$ cat src/hdl/markf_pkg.sv
// Shared types and constants for the minimum-area free-cell rectangle search.
package markf_pkg;

	// Configuration port geometry
	localparam int CFG_DATA_W = 32;
	localparam int CFG_ADDR_W = 4;
	localparam int DIM_W      = 9;
	localparam int MIN_FREE_W = 17;
	localparam int AREA_OUT_W = 17;

	// Register indexes (byte address 4*index)
	localparam logic [1:0] REG_ROW_COUNT = 2'd0;
	localparam logic [1:0] REG_COL_COUNT = 2'd1;
	localparam logic [1:0] REG_MIN_FREE  = 2'd2;

	// Corner reads of one rectangle count, in issue order
	localparam logic [1:0] CRN_LOW_RIGHT = 2'd0;
	localparam logic [1:0] CRN_LOW_LEFT  = 2'd1;
	localparam logic [1:0] CRN_TOP_RIGHT = 2'd2;
	localparam logic [1:0] CRN_TOP_LEFT  = 2'd3;

	// Control of the shared accumulate unit
	typedef struct packed {
		logic add;     // update the accumulator this cycle
		logic first;   // start from zero
		logic negate;  // subtract the term
		logic take;    // term is the table data, else zero
	} acc_ctl_t;

endpackage

$ cat src/hdl/markf_acc_unit.sv
// Shared add/subtract accumulator that builds a rectangle count and checks it against the threshold.
module markf_acc_unit #(
	parameter int DW    = 17,
	parameter int ACC_W = 19
) (
	input  logic                                clk,
	input  markf_pkg::acc_ctl_t                 ctl,
	input  logic [DW-1:0]                       data,
	input  logic [markf_pkg::MIN_FREE_W-1:0]    need,
	output logic                                enough
);

	logic signed [ACC_W-1:0] acc_q;
	logic signed [ACC_W-1:0] term;
	logic signed [ACC_W-1:0] base;
	logic signed [ACC_W-1:0] need_ext;

	// Select the term and the starting value
	assign term     = ctl.take ? $signed({{(ACC_W-DW){1'b0}}, data}) : '0;
	assign base     = ctl.first ? '0 : acc_q;
	assign need_ext = $signed({{(ACC_W-markf_pkg::MIN_FREE_W){1'b0}}, need});

	// Accumulate one corner per cycle while add is set
	always_ff @(posedge clk) begin
		if (ctl.add) begin
			acc_q <= ctl.negate ? (base - term) : (base + term);
		end
	end

	assign enough = (acc_q >= need_ext);

endmodule

$ cat config.mk
export PLATFORM = sky130hd
export DESIGN_NAME = markf_acc_unit
export DESIGN_NICKNAME = d
export VERILOG_FILES = /design/src/hdl/markf_pkg.sv /design/src/hdl/markf_acc_unit.sv
export SDC_FILE = /design/constraint.sdc
export NUM_CORES = 1
export LEC_CHECK = 0
export ABC_AREA = 1
export BUFFER_PORTS_ARGS = -buffer_cell sky130_fd_sc_hd__buf_2
export CORE_AREA = 2 2 62 87
export DETAILED_ROUTE_END_ITERATION = 10
export DIE_AREA = 0 0 64 89
export PLACE_DENSITY_LB_ADDON = 0.12
export SETUP_SLACK_MARGIN = 0.15
export SYNTH_ARGS = -nofsm -noshare
export SYNTH_HDL_FRONTEND = slang
export SYNTH_SLANG_ARGS = --single-unit
$ cat constraint.sdc
create_clock -name clk -period 4.4 [get_ports clk]
set_clock_uncertainty 0.2 [all_clocks]
set_input_delay 0.66 -clock clk [delete_from_list [all_inputs] [get_ports clk]]
set_output_delay 0.66 -clock clk [all_outputs]
set_load 0.05 [all_outputs]
==> reports/summary.log <==
qor: critical_path.timing.critical_path.arrival 3.12 ns
qor: layout.final_core_utilization 65.1%
qor: route.via_count 2763
qor: critical_path.r2r_startpoint acc_q[0]$_DFFE_PP_
qor: layout.final_stage_net_count 554
qor: power.power_density 343 nW/um^2
qor: clocking.cts_sinks 19
qor: sta.grt_setup_unrepaired no
qor: layout.final_layout_size_suffix_gt1_share 15.5%
qor: sta.final_min_period_over_clock_period 75.3%
qor: sta.timing_hold_violations_final 0
qor: clocking.cts_root_buf sky130_fd_sc_hd__clkbuf_8
qor: placed_design.gp_congestion 0.911
qor: critical_path.max_stage_delay 0.32 ns
qor: layout.top_regs acc_q: 19 flops
qor: critical_path.most_frequent_cell_on_the_critical_path sky130_fd_sc_hd__nand2_1
qor: route.drt_first_pass_iters 4
qor: floorplanning.fp.dieW 64 um
qor: clocking.postCtsSetupRepairBufs 0
qor: clocking.post_cts_resized 0
qor: critical_path.worst_r2r_path_depth 12
qor: layout.most_common_cell_after_layout_fill_and_taps_aside sky130_fd_sc_hd__nand2_1
qor: floorplanning.total_die_area 5700 sq um
qor: synth.ys_types 35
qor: floorplanning.floorplan.initialDensity 59.3%
qor: sta.drv_slew 0
qor: sta.timing.setup.tns 0 ns
qor: hold_path.whs_endpoint acc_q[2]$_DFFE_PP_
qor: route.drt_first_iter_violations 86
qor: critical_path.r2r_slack 2.02 ns
qor: floorplanning.core_area 4840 sq um
qor: synth.syn_inst 440
qor: clocking.clk_pin_slew_worst_paths 0.06 ns
qor: synth.synth_edf_count 19
qor: global_routing.grt_max_degree 21
qor: global_routing.gr-total-overflow 0
qor: layout.mostFrequentLayoutCells 112 x sky130_fd_sc_hd__nand2_1, 76 x sky130_fd_sc_hd__inv_1, 49 x sky130_fd_sc_hd__nor2_1, 39 x sky130_fd_sc_hd__buf_2, 36 x sky130_fd_sc_hd__ha_1
qor: floorplanning.fp-row-count 30
qor: route.wl_per_cell 11.6 um
qor: global_routing.first_global_vias 2604
qor: critical_path.timing.critical_path.required 4.21 ns
qor: critical_path.critPathCaptureType flop
qor: sta.worst_slack 1.09 ns
qor: synth.synth_fp_nets 516
qor: sta.worst-slew-pin-transition 0.494 ns
qor: placed_design.detailedPlace.worstSlack 0.845 ns
qor: floorplanning.floorplan.io_pins 40
qor: clocking.number_of_buffers_created_by_cts 3
qor: route.drt-total-wl 6270 um
qor: hold_path.whs_path_depth 1
qor: critical_path.worstSetupPathType in2reg
qor: layout.postLayoutCellArea 3150 sq um
qor: placed_design.post_place_cell_area 3110 sq um
qor: route.ant_nets 0
qor: clocking.holdBufCountCts 0
qor: sta.fin_hold_ws 0.661 ns
qor: sta.setup_viol 0
qor: route.drcViolationCount 0
qor: global_routing.grt_first_pass_wirelength 10600 um
qor: clocking.clock_tree.htree_level_count 1
qor: sta.timing.fmax 302 MHz
qor: critical_path.timing.critical_path.cells buf_2 > nand2_2 > ha_1 > nand3_2 > nor2_4 > nand2_2 > o21ai_2 > xor2_1 > inv_1 > ha_1 > nand2_1 > inv_1 > a21oi_1 > nor2_1 > nor2_1 > nand2_1 > nand2_1 > nand2_1
qor: status.result_of_the_run complete, no violations
qor: layout.syn2layout_area_growth 9.80%
qor: global_routing.antenna_violations_before_repair 0
qor: hold_path.worstHoldStart ctl[3]
qor: sta.relSlewSlack 67.1%
qor: layout.max_ffs_per_register 19
qor: synth.dominantRegCellSynth sky130_fd_sc_hd__edfxtp_1
qor: synth.synth-async-reset-ratio 0%
qor: critical_path.crit_fanout 20
qor: synth.synth.yosys.seq_area_share 19.9%
qor: synth.syn-cell-area 2870 sq um
qor: power.leakagePower 1.81 nW
qor: placed_design.half_perimeter_wire_length_after_placement 5550 um
qor: synth.syn-mean-instance-area 6.53 sq um
qor: clocking.clock_latency 0.25 ns
qor: flow_run.cap_viol_max_count 0
qor: layout.registers.top_by_ff_count acc_q
qor: clocking.tritoncts_clock_tree done
qor: floorplanning.die_height 89 um
qor: synth.synth-seq-cells 19
qor: synth.synthesis.yosys.warnings 0
qor: clocking.clock_path_buffers 2
qor: route.post_drt_via_cell_ratio 5.11
qor: layout.antenna_cells 0
qor: placed_design.io_buffers 39
qor: critical_path.setup_crit_start_kind input port
qor: sta.final.min_clock_period 3.31 ns
qor: critical_path.regToRegEndpoint acc_q[16]$_DFFE_PP_
qor: global_routing.globalRouteTotalUtil 23.4%
qor: power.ir_drop 0.123 mV
qor: critical_path.critPathSlowestCell sky130_fd_sc_hd__ha_1
qor: hold_path.min_path_type in2reg
-- power breakdown --
group          internal (mW)  total [mW]  switching, mW
registers              0.285       0.313         0.0288
logic                  0.249       0.654          0.406
clock network         0.0641       0.114         0.0498
total                  0.597        1.08          0.484
-- Yosys cell counts (2+ instances only) --
library cell | instances | share of area, %
sky130_fd_sc_hd__clkbuf_1 | 2 | 0.26
sky130_fd_sc_hd__nand2_2 | 18 | 3.9
sky130_fd_sc_hd__ha_1 | 36 | 16
sky130_fd_sc_hd__nor3_1 | 4 | 0.70
sky130_fd_sc_hd__edfxtp_1 | 19 | 20
sky130_fd_sc_hd__o21ai_0 | 13 | 2.3
sky130_fd_sc_hd__a21oi_1 | 26 | 4.5
sky130_fd_sc_hd__nand2_4 | 2 | 0.78
sky130_fd_sc_hd__nor2_1 | 49 | 6.4
sky130_fd_sc_hd__nand4_1 | 8 | 1.7
sky130_fd_sc_hd__nor4_1 | 2 | 0.44
sky130_fd_sc_hd__xnor2_1 | 8 | 2.4
sky130_fd_sc_hd__nand2_1 | 112 | 15
sky130_fd_sc_hd__inv_1 | 76 | 9.9
sky130_fd_sc_hd__nand3_2 | 4 | 1.4
sky130_fd_sc_hd__xor2_1 | 16 | 4.9
sky130_fd_sc_hd__inv_2 | 2 | 0.26
sky130_fd_sc_hd__nand3_1 | 21 | 3.7
sky130_fd_sc_hd__a21o_1 | 6 | 1.6
-- cell type report --
cell class | instances | area, sq um
clock buffers | 4 | 45.0
fillers | 468 | 1690
inverters | 78 | 293
multi-input cells | 337 | 1970
flip-flops and latches | 19 | 571
well taps | 64 | 80.1
repair buffers | 39 | 195
-- worst max path at each step --
stage                     slack (ns)   start                  end
after global placement          0.91  ctl[0]  acc_q[14]$_DFFE_PP_
after global routing            0.81  ctl[0]  acc_q[17]$_DFFE_PP_
after detailed placement        0.84  ctl[0]  acc_q[17]$_DFFE_PP_
final                           1.09  ctl[0]  acc_q[17]$_DFFE_PP_
after floorplan                 1.21  ctl[0]  acc_q[18]$_DFFE_PP_
after CTS                       1.10  ctl[0]  acc_q[17]$_DFFE_PP_
-- critical path, delay by kind of cell --
kind | cells | cell delay, ns
compound gates | 2 | 0.36
xor+xnor | 1 | 0.14
fa+ha+maj | 2 | 0.54
buf+inv | 3 | 0.37
simple gates | 10 | 1.06
-- cells by family after synthesis --
group | share of synthesized area, %
buffers and inverters | 11.5
XOR/XNOR | 7.32
flip-flops | 19.9
AND/OR/NAND/NOR | 35.3
AO/OA/AOI/OAI | 9.63
adder cells (fa/ha/maj) | 16.4
-- routing by layer --
metal / global-route usage, % / wire length (um) / vias up
met1: 25.6 / 2640 / 1221
li1: - / - / 1475
met3: 0.378 / 180 / 6
met2: 48.6 / 3380 / 61
met5: 0 / 0 / -
met4: 6.13 / 68 / 0
-- stage by stage --
step                      total power [mW]  cells
after floorplan                      0.818    440
after global placement               0.944    537
after detailed placement             0.969    537
after CTS                             1.08    541
after global routing                  1.20    541
final                                 1.08    541
Power figures use the tool's default switching activity.
